[src/rtl/qsnr_pkg.sv]
`timescale 1ns / 1ps
`default_nettype none
package qsnr_pkg;

    localparam int WORD_BITS = 32;
    localparam int FRAC_BITS = 16;
    localparam int RAD_BITS  = 2 * WORD_BITS + 2;
    localparam int SQ_BITS   = RAD_BITS / 2;
    localparam int SREM_BITS = WORD_BITS + 5;
    localparam int NUM_BITS  = WORD_BITS + 3;
    localparam int QUO_BITS  = WORD_BITS + 2 + FRAC_BITS;
    localparam int DEN_BITS  = WORD_BITS + 1;
    localparam int DREM_BITS = WORD_BITS + 2;

    typedef struct packed {
        logic                        vld;
        logic                        none;
        logic                        a_neg;
        logic [WORD_BITS-1:0]        mag_a;
        logic signed [WORD_BITS-1:0] b;
        logic [RAD_BITS-1:0]         rad;
        logic [SREM_BITS-1:0]        rem;
        logic [SQ_BITS-1:0]          root;
    } t_sq;

    typedef struct packed {
        logic [DREM_BITS-1:0] r;
        logic [QUO_BITS-1:0]  nq;
    } t_lane;

    typedef struct packed {
        logic                vld;
        logic                none;
        logic                ok1;
        logic                ok2;
        logic [DEN_BITS-1:0] den;
        t_lane               lane1;
        t_lane               lane2;
    } t_dv;

    function automatic t_lane div_step(input t_lane l, input logic [DEN_BITS-1:0] den);
        logic [DREM_BITS:0] rt;
        logic [DREM_BITS:0] dx;
        logic               fits;
        t_lane              o;
        rt   = {l.r, l.nq[QUO_BITS-1]};
        dx   = {{(DREM_BITS + 1 - DEN_BITS){1'b0}}, den};
        fits = (rt >= dx);
        o.r  = fits ? DREM_BITS'(rt - dx) : rt[DREM_BITS-1:0];
        o.nq = {l.nq[QUO_BITS-2:0], fits};
        return o;
    endfunction

endpackage
`default_nettype wire

[src/rtl/qsnr_div_cell.sv]
`timescale 1ns / 1ps
`default_nettype none
module qsnr_div_cell (
    input  wire             i_clk,
    input  wire             i_rst_n,
    input  wire             i_en,
    input  qsnr_pkg::t_dv   i_d,
    output qsnr_pkg::t_dv   o_q
);
    qsnr_pkg::t_dv r_q;
    qsnr_pkg::t_dv n_q;

    always_comb begin
        n_q       = i_d;
        n_q.lane1 = qsnr_pkg::div_step(i_d.lane1, i_d.den);
        n_q.lane2 = qsnr_pkg::div_step(i_d.lane2, i_d.den);
    end

    always_ff @(posedge i_clk) begin
        if (!i_rst_n) begin
            r_q.vld <= 1'b0;
        end else if (i_en) begin
            r_q <= n_q;
        end
    end

    assign o_q = r_q;
endmodule
`default_nettype wire
[config.mk]
export PLATFORM = sky130hd
export DESIGN_NAME = qsnr_div_cell
export DESIGN_NICKNAME = d
export VERILOG_FILES = /design/src/rtl/qsnr_pkg.sv /design/src/rtl/qsnr_div_cell.sv
export SDC_FILE = /design/constraint.sdc
export NUM_CORES = 1
export LEC_CHECK = 0
export ABC_AREA = 1
export BUFFER_PORTS_ARGS = -buffer_cell sky130_fd_sc_hd__clkbuf_2
export CAP_MARGIN = 30
export CORE_MARGIN = 5
export CORE_UTILIZATION = 50
export DETAILED_ROUTE_END_ITERATION = 6
export PLACE_DENSITY = 0.87
export SYNTH_ARGS = -nofsm -noshare
export SYNTH_HDL_FRONTEND = slang
export SYNTH_SLANG_ARGS = --single-unit
[constraint.sdc]
create_clock -name i_clk -period 13.9 [get_ports i_clk]
set_input_delay 0.695 -clock i_clk [delete_from_list [all_inputs] [get_ports i_clk]]
set_output_delay 0.695 -clock i_clk [all_outputs]
set_load 0.005 [all_outputs]
Word level (Yosys, flattened, before mapping)
Index checks and enable logic that the tools add are counted.
{"block": "classes", "n_addsub": 2, "n_lt_le_gt_ge": 2, "mux": 2, "reduce_logical": 1}
{"op": "$ge A35 B33 Y1", "n": 2}
{"op": "$mux W34", "n": 2}
{"op": "$sub A34 B33 Y34", "n": 2}
{"op": "$reduce_and A2 Y1", "n": 1}
{"block": "totals", "ff_bits": 205, "out_inout_bits": 205, "elab_cells": 16}

Logic depth before layout (Yosys ltp)
Gate-level depths: netlist (run 1).
{"block": "logic_depth", "depth_word": 2, "ltp_mapped": 16, "ltp_nobuf": 16}

Worst setup path after synthesis (run 1)
OpenSTA, ideal clock, no wires.
{"block": "synth_timing", "kind": "input -> register", "startpoint": "in i_rst_n", "endpoint": "reg r_q (netlist bit o_q[0]) (enable)", "setup_ns": 0.556, "t_arrival_ns": 4.646, "t_required_ns": 13.344, "setup_slack_ns": 8.698, "stages": 2, "n_path_buf": 0, "cell_sequence": "nand2_1 inv_1"}
{"block": "synth_via", "elab_chain_cells": 1}
{"item": "from (decl)", "line": "qsnr_div_cell.sv:5", "rtl": "input wire i_rst_n,"}
{"item": "$reduce_and A2 Y1 (no line)"}
{"item": "to (signal assigned)", "line": "qsnr_div_cell.sv:23", "rtl": "r_q <= n_q;"}
{"item": "to (decl)", "line": "qsnr_div_cell.sv:10", "rtl": "qsnr_pkg::t_dv r_q;"}
Every way passes these cells.
A chain may end at the register's enable or synchronous reset.

==> flow_metrics.env, run 1 <==
export IMPL_area_growth_pct=25.0
export IMPL_gp_congestion=0.941
export IMPL_first_global_vias=11500
export IMPL_detail_route_antenna_nets=0
export IMPL_pin_count=413
export IMPL_setup_tns_ns=0
export IMPL_post_cts_setup_buffer_count=0
export IMPL_yosys_top_cells_area="edfxtp_1, nand2_1, inv_1, ha_1, nor2_1"
export IMPL_die_area_um2=28300
export IMPL_synth_top_area_cell="edfxtp_1"
export IMPL_grt_max_degree=128
export IMPL_cpMostUsedCell="nand2_1"
export IMPL_period_minus_slack_ns=2.73
export IMPL_drc=0
export IMPL_path_max_fanout=33
export IMPL_synth_top_cell_area_share=0.490
export IMPL_synth_seq_area_share=0.492
export IMPL_cts_buffers=23
export IMPL_start_util=0.511
export IMPL_synth_nets=1809
export IMPL_dp_hpwl_mm=35.0
export IMPL_via_per_inst=5.05
export IMPL_setup_viol=0
export IMPL_port_buffers=412
export IMPL_ys_warn_count=0
export IMPL_fmax_ghz=0.366
export IMPL_slew_violations=0
export IMPL_p_leak_nw=8.29
export IMPL_powerDensity_nw_per_um2=112
export IMPL_clock_latency_ns=0.51
export IMPL_antenna_found_initial=1
export IMPL_path_class="in -> reg"
export IMPL_relSlewSlack=0.393
export IMPL_overflow=0
export IMPL_vdd_ir_drop_max_uv=93.9
export IMPL_largest_reg_flops=205
export IMPL_crit_chain="clkbuf_2 > inv_1 > ha_1 > nand2_1 > inv_2 > a21oi_1 > nand2_1 > a21oi_1 > nand3_1 > nor2_4 > nand2_1 > nand2_1"
export IMPL_syn_instance_count=1533
export IMPL_via_count=11600
export IMPL_syn_avg_cell_area_um2=8.16
export IMPL_drive_above_1_share=0.250
export IMPL_core_rowCount=57
export IMPL_clock_skew_ns=0
export IMPL_grt_pass1_wl_mm=63.8
export IMPL_cts_tree="done"
export IMPL_core_area_um2=24500
export IMPL_end_kind="flip-flop"
export IMPL_required_ns=14.29
export IMPL_ctsHoldBuffers=0
export IMPL_netlist_area_um2=12500
export IMPL_worstMarginPinSlew_ns=0.911
export IMPL_dieWidth_um=168
export IMPL_clock_path_buffers=3
export IMPL_drt_iter0_drc=854
export IMPL_routed_wl_mm=42.3
export IMPL_slowest_stage="nor2_4"
export IMPL_max_stage_delay_ns=0.70
export IMPL_final_period_utilization=0.196
export IMPL_arrival_ns=3.12
export IMPL_cts_sinks=205
export IMPL_path_clk_slew_ns=0.06
export IMPL_fin_nets=2236
export IMPL_h_tree_depth=1
export IMPL_crit_path_start_kind="primary input"
export IMPL_gr_usage_all_layers=0.288
export IMPL_final_area_um2=15600
export IMPL_maxCapViolCount=0
export IMPL_cts_root_buf="clkbuf_16"
export IMPL_post_cts_resized=0
export IMPL_finalHoldViolCount=0
export IMPL_die_h_um=168
export IMPL_synth_seq_cells=205
export IMPL_synthDistinctLibCells=37
export IMPL_outcome="completed"
export IMPL_placed_area_um2=14900
export IMPL_rsz0062_at_grt="false"
export IMPL_wl_per_cell_um=18.4
export IMPL_antenna_cells=0
export IMPL_synth_edff_count=204
export IMPL_synth_ff_type="edfxtp_1"
export IMPL_async_flop_share=0
export IMPL_holdCritPathClass="in -> reg"
export IMPL_dr_pass1_iters=5
## worst paths after layout
check / from / endpoint / slack (ns) / cells after the start
setup / recovery: i_d[193] / o_q[152] / 11.17 / 12
hold / removal: i_d[13] / o_q[14] / 0.35 / 1
setup reg to reg: o_q[204] / o_q[204] / 13.20 / 2
hold reg to reg: o_q[204] / o_q[204] / 0.62 / 2
## metal layers
metal | global-route usage | part of all wire | vias up
met5 | 0 | 0.00031 | -
met4 | 0.106 | 0.047 | 2
met3 | 0.0591 | 0.077 | 109
met2 | 0.521 | 0.50 | 464
met1 | 0.337 | 0.38 | 5322
li1 | - | - | 5712
## critical path: cells and delay by family
kind / cells / cell delay (ns)
compound gates: 2 / 0.41
fa+ha+maj: 1 / 0.39
buf+inv: 3 / 0.22
simple gates: 6 / 1.38
## metrics by stage
step                      total power [mW]  hold slack (ns)  setup slack, ns  utilization  instances
after global placement                1.15            0.543            10.69        0.607       2258
after CTS                             1.76            0.333            11.19        0.638       2300
final                                 1.75            0.351            11.17        0.639       2301
after global routing                  1.85            0.331            11.00        0.639       2301
after detailed placement              1.16            0.586            10.65        0.607       2258
after floorplan                       1.01            0.525             8.70            -       1533
## layout by cell type (no fill, tap or decap), types with 3 or more instances in the layout
| cell type | n |
|---|---|
| a21o_1 | 4 |
| a21oi_1 | 48 |
| a21oi_2 | 4 |
| clkbuf_1 | 8 |
| clkbuf_16 | 23 |
| clkbuf_2 | 412 |
| clkinv_2 | 4 |
| edfxtp_1 | 204 |
| ha_1 | 66 |
| inv_1 | 244 |
| inv_2 | 9 |
| nand2_1 | 653 |
| nand2_2 | 5 |
| nand3_1 | 66 |
| nand3_2 | 3 |
| nand3b_1 | 9 |
| nand4_1 | 6 |
| nor2_1 | 104 |
| nor2_2 | 10 |
| nor2_4 | 3 |
| nor3_1 | 10 |
| o21ai_0 | 11 |
| o21bai_1 | 7 |
| xnor2_1 | 8 |
| xor2_1 | 26 |
## logic make-up (layout without fill, tap and decap cells)
group / count (synthesis) / count (layout) / synth area share
buffers and inverters: 266 / 710 / 0.0868
DFF: 205 / 205 / 0.492
adders and majority gates: 68 / 68 / 0.0692
AOI/OAI and AO/OA: 77 / 77 / 0.0355
and+or+nand+nor: 883 / 883 / 0.293
xor gates and xnor gates: 34 / 34 / 0.0238
## layout make-up
class | instances | area (um^2)
fill | 2179 | 8830
timing repair buffer | 414 | 2100
inverter | 254 | 961
clock buffer | 33 | 633
multi-input combinational | 1062 | 5270
tap | 324 | 405
clock inverter | 9 | 113
sequential | 205 | 6150
## synth_stat cells, types with 2 or more instances
cell type    n
edfxtp_1   204
a21oi_2      4
inv_2        9
nor3_4       2
o21a_1       2
nand2_1    653
nor3_1      10
nand3b_1     9
nor2_4       3
ha_1        66
o21bai_1     7
fa_1         2
a21oi_1     48
nand2_2      5
nand4_1      6
nor4b_4      2
o21ai_0     11
a21o_1       4
nor2_1     104
nor2_2      10
or2_2        2
xor2_1      26
and3_1       2
xnor2_1      8
buf_6       11
nand3_1     66
nand3_2      3
inv_1      245
## power by group
part,leakage (nW),internal [mW],switching (mW)
registers,1.92,0.745,0.0139
clock network,0.367,0.357,0.246
logic,6.01,0.144,0.249
total,8.29,1.25,0.508
No activity file was read; power rests on OpenSTA's default activity.
==> inputs of run 2 (changes only) <==
CORE_UTILIZATION = 47   (was 50)
PLACE_DENSITY = 0.86   (was 0.87)
clock period = 2.4 ns   (was 13.9 ns; I/O delays follow)
==> run 2 against run 1 <==
  * Hold slack worse by 0.33 ns
  * Largest cell class unchanged
  * Die area increased by 6.0%
  * Non-clock buffer count rose by 274
  * Critical path type unchanged
  * Largest power group unchanged
==> flow_metrics.env, run 2 (same netlist as run 1, synthesis figures left out) <==
export IMPL_fin_nets=2512
export IMPL_port_buffers=412
export IMPL_drc=0
export IMPL_path_class="in -> reg"
export IMPL_largest_reg_flops=205
export IMPL_first_global_vias=13300
export IMPL_final_area_um2=18700
export IMPL_max_stage_delay_ns=0.55
export IMPL_placed_area_um2=15400
export IMPL_detail_route_antenna_nets=0
export IMPL_cpMostUsedCell="nand2_1"
export IMPL_drt_iter0_drc=1170
export IMPL_power_mw=11.0
export IMPL_clock_path_buffers=3
export IMPL_path_max_fanout=6
export IMPL_slowest_stage="dlygate4sd3_1"
export IMPL_clock_skew_ns=0
export IMPL_start_util=0.478
export IMPL_maxCapViolCount=0
export IMPL_p_leak_nw=9.56
export IMPL_via_count=13300
export IMPL_rr_endpoint="o_q[204]"
export IMPL_required_ns=2.65
export IMPL_dr_pass1_iters=5
export IMPL_powerDensity_nw_per_um2=588
export IMPL_cts_buffers=23
export IMPL_antenna_found_initial=1
export IMPL_mostFrequentLayoutCells="nand2_1, clkbuf_2, inv_1, edfxtp_1, dlygate4sd3_1"
export IMPL_worstMarginPinSlew_ns=0.558
export IMPL_antenna_cells=0
export IMPL_r2r_slack_ns=1.05
export IMPL_vdd_ir_drop_max_uv=471
export IMPL_area_growth_pct=49.6
export IMPL_grt_pass1_wl_mm=75.9
export IMPL_via_per_inst=5.16
export IMPL_crit_chain="dlygate4sd3_1 > clkbuf_2 > inv_1 > ha_4 > nand2_1 > inv_2 > nand2_2 > nor3_4 > and2_4 > nand3_1 > nand3_2 > nor2_4 > buf_12 > buf_12 > nand2_1 > nand2_1"
export IMPL_dieWidth_um=173
export IMPL_core_rowCount=59
export IMPL_drive_above_1_share=0.272
export IMPL_r2r_cells=3
export IMPL_die_area_um2=30000
export IMPL_end_kind="flip-flop"
export IMPL_cts_root_buf="clkbuf_16"
export IMPL_slew_violations=0
export IMPL_clock_latency_ns=0.50
export IMPL_path_clk_slew_ns=0.07
export IMPL_final_common_cell="nand2_1"
export IMPL_grt_max_degree=93
export IMPL_rsz0062_at_grt="true"
export IMPL_stdcell_count=2586
export IMPL_finalHoldViolCount=0
export IMPL_cts_sinks=205
export IMPL_overflow=0
export IMPL_wl_per_cell_um=20.0
export IMPL_r2r_start="o_q[204]"
export IMPL_period_minus_slack_ns=2.38
export IMPL_core_area_um2=26100
export IMPL_pin_count=413
export IMPL_holdCritPathClass="in -> reg"
export IMPL_gr_usage_all_layers=0.324
export IMPL_dp_hpwl_mm=37.7
export IMPL_final_period_utilization=0.990
export IMPL_post_place_cells=2333
export IMPL_setup_viol=0
export IMPL_gp_congestion=0.940
export IMPL_h_tree_depth=1
export IMPL_min_from="i_d[49]"
export IMPL_arrival_ns=2.63
export IMPL_routed_wl_mm=51.6
export IMPL_holdPathStages=3
export IMPL_cts_tree="done"
export IMPL_die_h_um=173
export IMPL_outcome="completed"
export IMPL_crit_path_start_kind="primary input"
export IMPL_relSlewSlack=0.624
export IMPL_min_to="o_q[50]"
export IMPL_fmax_ghz=0.421
run 2: changes by cell type in the layout (fill, tap and decap cells not counted), moves of 9 or more:
cell	delta
ha_4	+13
ha_1	-17
buf_12	+11
buf_4	+59
nor2_4	+9
dlygate4sd3_1	+202
run 2: timing repair:
action | 4_1_cts | 5_1_grt
buffers inserted | 0 | 6
endpoints found under the hold margin | 201 | 0
gates resized for setup | 0 | 56
setup endpoints to repair | 0 | 68
hold buffers | 202 | 0
run 2: final cells by class:
type / instances / area [um^2]
clock buffer: 30 / 632
clock inverter: 10 / 139
fill: 1931 / 7430
inverter: 254 / 957
multi-input combinational: 1064 / 5590
sequential: 205 / 6150
tap: 335 / 419
timing repair buffer: 688 / 4820
run 2: power by group:
group          switching (mW)  internal [mW]  total (mW)  leakage (nW)
sequential              0.103           4.32        4.42          1.92
combinational            1.67           1.23        2.90          7.26
clock                    1.49           2.18        3.67         0.377
total                    3.26           7.73        11.0          9.56
run 2: critical path: cells and delay by family:
family | cells | cell delay (ns)
buffers and inverters | 6 | 1.18
and+or+nand+nor | 9 | 1.01
adders and majority gates | 1 | 0.32
run 2: worst max-delay path by stage:
| stage | startpoint | to | slack, ns | cells past startpoint |
|---|---|---|---|---|
| after floorplan | i_rst_n | o_q[0] | -1.18 | 2 |
| after global placement | i_d[168] | o_q[80] | -0.16 | 16 |
| after detailed placement | i_d[168] | o_q[74] | -0.11 | 16 |
| after CTS | i_d[69] | o_q[53] | 0.003 | 14 |
| after global routing | i_d[177] | o_q[53] | -0.05 | 14 |
| final | i_d[197] | o_q[143] | 0.02 | 16 |
run 2: metal layers:
metal | share of wire | GRT usage | up-vias
li1 | - | - | 6259
met1 | 0.36 | 0.363 | 6177
met2 | 0.49 | 0.582 | 703
met3 | 0.071 | 0.0590 | 204
met4 | 0.076 | 0.179 | 2
met5 | 0.00025 | 0 | -
run 2: metrics by stage:
| step | TNS, ns | worst slack (ns) | hold slack (ns) | util |
|---|---|---|---|---|
| 3_3_place_gp | -0.922 | -0.162 | 0.297 | 0.591 |
| 3_5_place_dp | -1.64 | -0.105 | 0.299 | 0.591 |
| 5_1_grt | -1.36 | -0.0498 | 0.0235 | 0.716 |
| 6_report | 0 | 0.0247 | 0.0191 | 0.716 |
| 2_1_floorplan | -241.55 | -1.18 | 0.213 | - |
| 4_1_cts | 0 | 0.00307 | 0.0129 | 0.698 |
