--- config.mk ---
export PLATFORM = sky130hd
export DESIGN_NAME = qsnr_sqrt_cell
export DESIGN_NICKNAME = d
export VERILOG_FILES = /design/src/rtl/qsnr_pkg.sv /design/src/rtl/qsnr_sqrt_cell.sv
export SDC_FILE = /design/constraint.sdc
export NUM_CORES = 1
export LEC_CHECK = 0
export BUFFER_PORTS_ARGS = -buffer_cell sky130_fd_sc_hd__clkbuf_2
export CAP_MARGIN = 40
export CORE_UTILIZATION = 35
export DETAILED_ROUTE_END_ITERATION = 6
export GPL_TIMING_DRIVEN = 0
export PLACE_DENSITY = 0.71
export SLEW_MARGIN = 20
export SYNTH_ARGS = -nofsm -noshare
export SYNTH_HDL_FRONTEND = slang
export SYNTH_SLANG_ARGS = --single-unit
--- constraint.sdc ---
create_clock -name i_clk -period 14.75 [get_ports i_clk]
set_input_delay 2.2125 -clock i_clk [delete_from_list [all_inputs] [get_ports i_clk]]
set_output_delay 2.2125 -clock i_clk [all_outputs]
set_load 0.01 [all_outputs]
--- src/rtl/qsnr_pkg.sv ---
`timescale 1ns / 1ps
`default_nettype none
package qsnr_pkg;

    localparam int WORD_BITS = 32;
    localparam int FRAC_BITS = 16;
    localparam int RAD_BITS  = 2 * WORD_BITS + 2;
    localparam int SQ_BITS   = RAD_BITS / 2;
    localparam int SREM_BITS = WORD_BITS + 5;
    localparam int NUM_BITS  = WORD_BITS + 3;
    localparam int QUO_BITS  = WORD_BITS + 2 + FRAC_BITS;
    localparam int DEN_BITS  = WORD_BITS + 1;
    localparam int DREM_BITS = WORD_BITS + 2;

    typedef struct packed {
        logic                        vld;
        logic                        none;
        logic                        a_neg;
        logic [WORD_BITS-1:0]        mag_a;
        logic signed [WORD_BITS-1:0] b;
        logic [RAD_BITS-1:0]         rad;
        logic [SREM_BITS-1:0]        rem;
        logic [SQ_BITS-1:0]          root;
    } t_sq;

    typedef struct packed {
        logic [DREM_BITS-1:0] r;
        logic [QUO_BITS-1:0]  nq;
    } t_lane;

    typedef struct packed {
        logic                vld;
        logic                none;
        logic                ok1;
        logic                ok2;
        logic [DEN_BITS-1:0] den;
        t_lane               lane1;
        t_lane               lane2;
    } t_dv;

    function automatic t_lane div_step(input t_lane l, input logic [DEN_BITS-1:0] den);
        logic [DREM_BITS:0] rt;
        logic [DREM_BITS:0] dx;
        logic               fits;
        t_lane              o;
        rt   = {l.r, l.nq[QUO_BITS-1]};
        dx   = {{(DREM_BITS + 1 - DEN_BITS){1'b0}}, den};
        fits = (rt >= dx);
        o.r  = fits ? DREM_BITS'(rt - dx) : rt[DREM_BITS-1:0];
        o.nq = {l.nq[QUO_BITS-2:0], fits};
        return o;
    endfunction

endpackage
`default_nettype wire

--- src/rtl/qsnr_sqrt_cell.sv ---
`timescale 1ns / 1ps
`default_nettype none
module qsnr_sqrt_cell (
    input  wire             i_clk,
    input  wire             i_rst_n,
    input  wire             i_en,
    input  qsnr_pkg::t_sq   i_d,
    output qsnr_pkg::t_sq   o_q
);
    qsnr_pkg::t_sq                     r_q;
    qsnr_pkg::t_sq                     n_q;
    logic [qsnr_pkg::SREM_BITS-1:0]    rem_t;
    logic [qsnr_pkg::SREM_BITS-1:0]    trial;
    logic                              fits;

    always_comb begin
        rem_t = {i_d.rem[qsnr_pkg::SREM_BITS-3:0], i_d.rad[qsnr_pkg::RAD_BITS-1 -: 2]};
        trial = {{(qsnr_pkg::SREM_BITS - qsnr_pkg::SQ_BITS - 2){1'b0}}, i_d.root, 2'b01};
        fits  = (rem_t >= trial);
        n_q      = i_d;
        n_q.rem  = fits ? (rem_t - trial) : rem_t;
        n_q.root = {i_d.root[qsnr_pkg::SQ_BITS-2:0], fits};
        n_q.rad  = {i_d.rad[qsnr_pkg::RAD_BITS-3:0], 2'b00};
    end

    always_ff @(posedge i_clk) begin
        if (!i_rst_n) begin
            r_q.vld <= 1'b0;
        end else if (i_en) begin
            r_q <= n_q;
        end
    end

    assign o_q = r_q;
endmodule
`default_nettype wire

# Word level (Yosys, flattened, before mapping)
# Index checks and enable logic that the tools add are counted.
[totals]
wordCells = 12
output_inout_bits = 203
register_bits = 201
input_bits = 206
[classes]
n_addsub = 1
n_mux = 1
magnitude_cmp = 1
n_reduce_logical = 1
[op_table]
columns = ["op", "n"]
rows = [
  ["37-bit by 35-bit >= comparator with 1-bit output", 1],
  ["37-bit two-way mux", 1],
  ["37-bit by 35-bit subtractor with 37-bit output", 1],
  ["2-bit AND reduction", 1],
]

# Logic depth before layout (Yosys ltp)
# Gate-level depths: netlist (run 1).
[depth]
depth_word = 2
mapped_depth = 13
ltp_nobuf = 10

# Worst setup path after synthesis (run 1)
# Ideal clock, no wire load.
[synth_path]
path_kind = "input port to flip-flop"
startpoint = "input i_en"
endpoint = "register r_q, in the netlist o_q[0] (enable)"
stages = 1
arrival_time_ns = 6.750
path_buffers = 0
setup_ns = 0.584
path_slack_ns = 7.416
required_time_ns = 14.166
cell_sequence = "and2_1"
[synth_via]
elab_chain_len = 1
[synth_rtl]
columns = ["item", "line_no", "rtl"]
rows = [
  ["start: declaration", "qsnr_sqrt_cell.sv:6", "input wire i_en,"],
  ["2-bit AND reduction (no line)", "-", ""],
  ["end signal: assignment", "qsnr_sqrt_cell.sv:30", "r_q <= n_q;"],
  ["end: declaration", "qsnr_sqrt_cell.sv:10", "qsnr_pkg::t_sq r_q;"],
]
# No other way between the ends.
# A chain may end at the register's enable or synchronous reset.

==> results of run 1 <==
-- layout by cell type, fill, tap and decap left out, drive strengths merged, types with 7 or more instances in the layout --
cell / instances
xor2: 11
nor3: 13
buf: 11
inv: 46
o21ai: 23
xnor2: 15
nand2: 27
mux2: 31
nor2: 16
nand4: 7
clkbuf: 447
ha: 35
a21o: 11
a21oi: 41
nor2b: 7
edfxtp: 200
-- final cells by class --
type	count	area, um2	share of cell area, %
tap	324	405	3.38
sequential	201	6030	50.3
antenna	1	2.50	0.0209
clock inverter	10	128	1.06
timing repair buffer	407	2100	17.6
multi-input combinational	320	2380	19.8
inverter	46	173	1.44
buffer	17	100	0.835
clock buffer	34	669	5.59
-- power by group --
group | total, uW | switching, uW | internal [uW]
sequential | 693 | 11.3 | 681
combinational | 238 | 135 | 103
clock | 597 | 229 | 368
-- per-stage QoR --
stage	total power [uW]	area, um2	hold slack [ps]	instances
floorplan	839	8670	538	584
global placement	941	11100	514	1312
detailed placement	942	11200	530	1315
CTS	1550	12000	552	1359
global route	1590	12000	579	1359
finish	1530	12000	560	1360
-- how the worst min path moves through the flow --
stage,startpoint,end,slack [ps],cells past startpoint
6_report,o_q[202]$_SDFFE_PN0P_,o_q[202]$_SDFFE_PN0P_,560,2
5_1_grt,o_q[202]$_SDFFE_PN0P_,o_q[202]$_SDFFE_PN0P_,580,2
4_1_cts,o_q[202]$_SDFFE_PN0P_,o_q[202]$_SDFFE_PN0P_,550,2
3_5_place_dp,o_q[202]$_SDFFE_PN0P_,o_q[202]$_SDFFE_PN0P_,530,2
3_3_place_gp,o_q[202]$_SDFFE_PN0P_,o_q[202]$_SDFFE_PN0P_,510,2
2_1_floorplan,o_q[202]$_SDFFE_PN0P_,o_q[202]$_SDFFE_PN0P_,540,2
-- worst min-delay path: cells and delay by family (launching register included) --
| kind | cells | cell delay, ps |
|---|---|---|
| simple gates | 1 | 60 |
| mux | 1 | 130 |
| flops | 1 | 320 |
-- per-layer routing --
layer,GRT usage (%),part of all wire (%),vias up
met5,0,0.17,-
met4,6.73,2.9,6
met3,6.07,8.1,55
met2,35.4,49,283
met1,25.1,40,3139
li1,-,-,3074
-- logic make-up (layout without fill, tap and decap cells) --
group | after synthesis | count (layout) | share of synthesized area, %
mux | 36 | 36 | 4.60
compound gates | 118 | 118 | 8.95
xor+xnor | 26 | 26 | 2.63
flops | 201 | 201 | 69.5
buf+inv | 63 | 514 | 3.15
fa+ha+maj | 35 | 35 | 5.05
other cells | 1 | 3 | 0.0433
simple gates | 103 | 103 | 6.06
==> results by group, run 1 <==
Power and ir drop
  • P per Cell Area: around 130 mW/mm2
  • Peak VDD IR: around 0.094 mV
  • Leakage power: about 0.0052 uW

Synthesis
  • Synth Register Bits: 201
  • Count leader, synth: edfxtp_1
  • Syn_area_per_cell: around 15 um2
  • YS warnings: 0
  • Synth area leaders: edfxtp_1, ha_1, mux2_1
  • Top post-synthesis cells by count: edfxtp_1, inv_1, a21oi_1
  • Post-synth top area share: just under 70%
  • Post-synth top flop: edfxtp_1
  • Post-synth ARST share: 0%
  • Post-Syn Instances: just under 600
  • Unique masters post-synth: 57
  • Cell taking the most area after synthesis: edfxtp_1
  • Post-synth EDFFs: 200
  • Seq/Total Area, Yosys: a little over two thirds
  • Synth Cell Area: about 0.0087 mm2

Finish
  • Area Overhead vs Synth: 38.3%
  • Core Util, Final: 49.3%
  • Ratio of cells with drive above 1 in the final layout: between 40% and 50%
  • Max reg flops: ~200
  • Fin nets: around 1300
  • Fillers: 2167

Routing
  • Antenna viol nets, final: 0
  • Avg Vias per Cell: approximately 4.8
  • Via count: 6557
  • First-pass iteration count of the detailed router: 5
  • Drt drc: 0
  • WL per Instance: approximately 20 um
  • Post-Route WL: around 27 mm
  • DRT iter0 DRCs: 494

Global routing
  • Vias in the first global route: about 6500
  • First-pass GRT wire length: between 30 and 40 mm
  • Initial antenna violation count: 4
  • GRT overflow: 0
  • Largest net degree at the start of global routing: between 50 and 60
  • Gr usage total: slightly above 20%

Clock network
  • Total CTS buffers: 24
  • Num Clock Sinks: between 200 and 250
  • Clk_lat worst skew: about 500 ps
  • Setup Buffers After CTS: 0
  • Post-cts resize count: 0
  • Clk slew on worst S/H paths: about 60 ps
  • Clock root cell: clkbuf_16
  • Post-CTS Hold Fix Bufs: 0
  • Clock Path Buffers: 3
  • H-tree level count: 1
  • CTS tree: done

Worst setup path
  • Crit Path Max Fanout: 10
  • R2R setup slack: approximately 14000 ps
  • Crit-path slowest cell: a22oi_1
  • Critical R2R Launch: o_q[202]$_SDFFE_PN0P_
  • Setup crit start kind: input pin
  • WP buf/inv: 4
  • Cell mode on critical path: buf_6
  • Number of cells on the critical path: 13
  • Crit-path leading delay family: compound AO/OA/AOI/OAI gates
  • Critical setup path kind: in2reg
  • Worst-path cell chain: clkbuf_2 > inv_1 > ha_1 > a21oi_1 > o21ai_1 > a22oi_1 > nand2_1 > a221o_1 > a41o_1 > o31ai_4 > buf_6 > buf_6 > mux2_1
  • Slowest stage delay, CP: roughly 470 ps
  • Worst Setup SP: i_d[2]
  • Worst endpoint required time: between 10000 and 15000 ps
  • Worst Setup EP: o_q[64]$_DFFE_PP_
  • R2r endpoint: o_q[202]$_SDFFE_PN0P_
  • Arrival @ worst endpoint: roughly 5500 ps
  • Reg2Reg Depth: 2
  • CP Capture Type: flop

Floorplan
  • Vert. Die Dim: ~160 um
  • # IOs: about 400
  • Starting Density: a little over a third
  • Die area: 0.0254 mm2
  • FP Rows: 57
  • Core Region: 0.0243 mm2
  • Die Width: ~160 um

Placement
  • I/O Buffers: 404
  • Placer Congestion: between 0.8 and 0.9
  • Place WS: between 8000 and 9000 ps
  • Post-DP HPWL: approximately 21 mm

STA
  • Worst slew margin: about 54%
  • Min cycle time layout: approximately 5300 ps
  • Worst Setup Slack, final: about 9500 ps
  • Slew at the pin closest to its max-slew limit: 675 ps
  • Hold Violations, Final: 0
  • RSZ-0062 raised after global routing: false
  • Slew Limit Fails: 0
  • Fin crit share: a little over a third
  • Setup-failing EPs final: 0
  • Fmax: between 150 and 200 MHz
  • Fin Setup TNS: 0 ps
  • Skew final: 0 ps

Status
  • Outcome: complete, no violations

Flow run
  • MaxCap Viol Count: 0

Min path
  • Hold crit path type: reg2reg
Power figures use the tool's default switching activity.
==> inputs of run 2 (changes only) <==
--- a/config.mk
+++ b/config.mk
@@ -10,7 +10,7 @@
 export CORE_UTILIZATION = 35
 export DETAILED_ROUTE_END_ITERATION = 6
 export GPL_TIMING_DRIVEN = 0
-export PLACE_DENSITY = 0.71
+export PLACE_DENSITY = 0.73
 export SLEW_MARGIN = 20
 export SYNTH_ARGS = -nofsm -noshare
 export SYNTH_HDL_FRONTEND = slang
==> constraint.sdc (replaced) <==
create_clock -name i_clk -period 4.45 [get_ports i_clk]
set_input_delay 0.6675 -clock i_clk [delete_from_list [all_inputs] [get_ports i_clk]]
set_output_delay 0.6675 -clock i_clk [all_outputs]
set_load 0.01 [all_outputs]
==> run 2 against run 1 <==
  * Clock power rose to 2.8 times the previous value
  * Design area decreased by 1.2%
  * Critical endpoint is now o_q[61]$_DFFE_PP_
  * Non-clock buffer count grew 1
  * Worst setup slack got worse by 8700 ps
  * Global-route usage down 0.20 points
  * First-iteration DRC count shrank 22%
  * Sequential power increased to 3.3 times the previous value
==> results by group, run 2 (synthesis gave the netlist of run 1 again) <==
Clock network
  • H-tree level count: 1
  • CTS tree: done
  • Post-CTS Hold Fix Bufs: 0
  • Post-cts resize count: 0
  • Clk_lat worst skew: around 500 ps
  • Setup Buffers After CTS: 0
  • Num Clock Sinks: between 200 and 250
  • Clock root cell: clkbuf_16
  • Total CTS buffers: 23
  • Clk slew on worst S/H paths: ~60 ps
  • Clock Path Buffers: 3

Floorplan
  • Die Width: roughly 160 um
  • Starting Density: 35.6%
  • # IOs: between 400 and 500
  • Core Region: ~0.024 mm2
  • Die area: between 0.02 and 0.03 mm2
  • FP Rows: between 50 and 60
  • Vert. Die Dim: 159 um

Flow run
  • MaxCap Viol Count: 0

Global routing
  • Vias in the first global route: about 6500
  • GRT met3 Usage: between 6 and 7%
  • Met2 Use GR: 35.3%
  • Largest net degree at the start of global routing: between 50 and 60
  • Busiest grt layer: met2
  • Gr usage total: 20.5%
  • Grt met1 use: between 20% and 30%
  • Initial antenna violation count: 5
  • First-pass GRT wire length: 38.9 mm
  • GRT overflow: 0

Routing
  • Avg Vias per Cell: between 4 and 5
  • Antenna viol nets, final: 0
  • DRT iter0 DRCs: roughly 380
  • First-pass iteration count of the detailed router: 5
  • Drt drc: 0
  • WL per Instance: about 20 um
  • Via count: about 6500
  • Post-Route WL: 27.1 mm

Power and ir drop
  • Sequential share of power: about half
  • Peak VDD IR: between 0.2 and 0.25 mV
  • Sw power: approximately 1200 uW
  • Sw frac: 25.6%
  • P per Cell Area: between 400 and 500 mW/mm2
  • Leakage power: 0.00518 uW
  • P_int: roughly 3500 uW
  • Design Power: 4750 uW
  • Combinational share of power: 16.6%
  • Power share of the clock group: 35.1%

Worst setup path
  • Setup crit start kind: input pin
  • CP Capture Type: flop
  • Worst endpoint required time: roughly 4700 ps
  • R2R setup slack: about 3900 ps
  • Critical setup path kind: in2reg
  • Arrival @ worst endpoint: ~3900 ps
  • Crit Path Max Fanout: 10

Finish
  • Ratio of cells with drive above 1 in the final layout: between 40% and 50%
  • Commonest non-fill, non-tap cells in the layout: clkbuf_2, edfxtp_1, inv_1, a21oi_1, ha_1
  • Most common cell after layout, fill and taps aside: clkbuf_2
  • Area Overhead vs Synth: 36.6%
  • Core Util, Final: between 40% and 50%
  • Fillers: 2202
  • # diodes: 0
  • Max reg flops: approximately 200
  • Final cell count without fillers: between 1000 and 1500
  • Fin nets: 1258

STA
  • Slew Limit Fails: 0
  • Fin Setup TNS: 0 ps
  • Fin crit share: 82.2%
  • Min cycle time layout: 3660 ps
  • Skew final: 0 ps
  • Setup-failing EPs final: 0
  • RSZ-0062 raised after global routing: false
  • Hold Violations, Final: 0
  • Worst slew margin: between 40% and 50%
  • Fmax: ~270 MHz
  • Slew at the pin closest to its max-slew limit: around 800 ps

Placement
  • Placer Congestion: slightly below 0.9
  • Post-DP HPWL: ~22 mm
  • Placed instance count: 1316
  • I/O Buffers: 404

Min path
  • Hold crit path type: in2reg

Status
  • Outcome: complete, no violations
run 2: cell types whose count changed in the layout (fill, tap and decap cells not counted), sizes merged:
cell	change
clkbuf	-8
clkinv	+5
bufinv	-3
buf	+1
diode	-1
run 2: routing by layer:
| metal | wire length (um) | up-vias | share of wire, % |
|---|---|---|---|
| li1 | - | 3075 | - |
| met1 | 10900 | 3127 | 40 |
| met2 | 13300 | 283 | 49 |
| met3 | 2180 | 54 | 8.0 |
| met4 | 673 | 10 | 2.5 |
| met5 | 75 | - | 0.28 |
run 2: power by group through the flow:
stage / clock network [uW] / logic [uW] / registers (uW)
floorplan: 0 / 353 / 2420
global placement: 0 / 765 / 2340
detailed placement: 0 / 789 / 2340
CTS: 1720 / 796 / 2300
global route: 1770 / 855 / 2310
finish: 1670 / 789 / 2300
run 2: final timing paths:
check | depth (start not counted) | startpoint | to
hold / removal | 1 | i_d[91] | o_q[93]$_DFFE_PP_
setup / recovery | 13 | i_d[2] | o_q[61]$_DFFE_PP_
setup reg to reg | 2 | o_q[202]$_SDFFE_PN0P_ | o_q[202]$_SDFFE_PN0P_
hold reg to reg | 2 | o_q[202]$_SDFFE_PN0P_ | o_q[202]$_SDFFE_PN0P_
run 2: cell type report:
cell class / instances / area, um2 / area share (%)
inverters: 46 / 173 / 1.46
flip-flops and latches: 201 / 6030 / 50.9
multi-input cells: 320 / 2380 / 20.1
plain buffers: 17 / 100 / 0.845
repair buffers: 408 / 2120 / 17.9
clock inverters: 12 / 60.1 / 0.507
clock buffers: 26 / 587 / 4.95
well taps: 324 / 405 / 3.42
run 2: worst max-delay path, stage by stage:
cell and delay [ps]:
clkbuf_2 90, inv_1 40, ha_1 370, a21oi_1 240, o21ai_1 180, a22oi_1 460
nand2_1 100, a221o_1 440, a41o_1 340, o31ai_4 230, buf_6 200, buf_6 190
mux2_1 340
run 2: through the flow:
step	hold WS (ps)	instance area (um2)	worst slack, ps
5_1_grt	311	11800	490
3_5_place_dp	521	11200	167
4_1_cts	306	11800	685
2_1_floorplan	538	8670	871
6_report	332	11800	790
3_3_place_gp	501	11100	-266
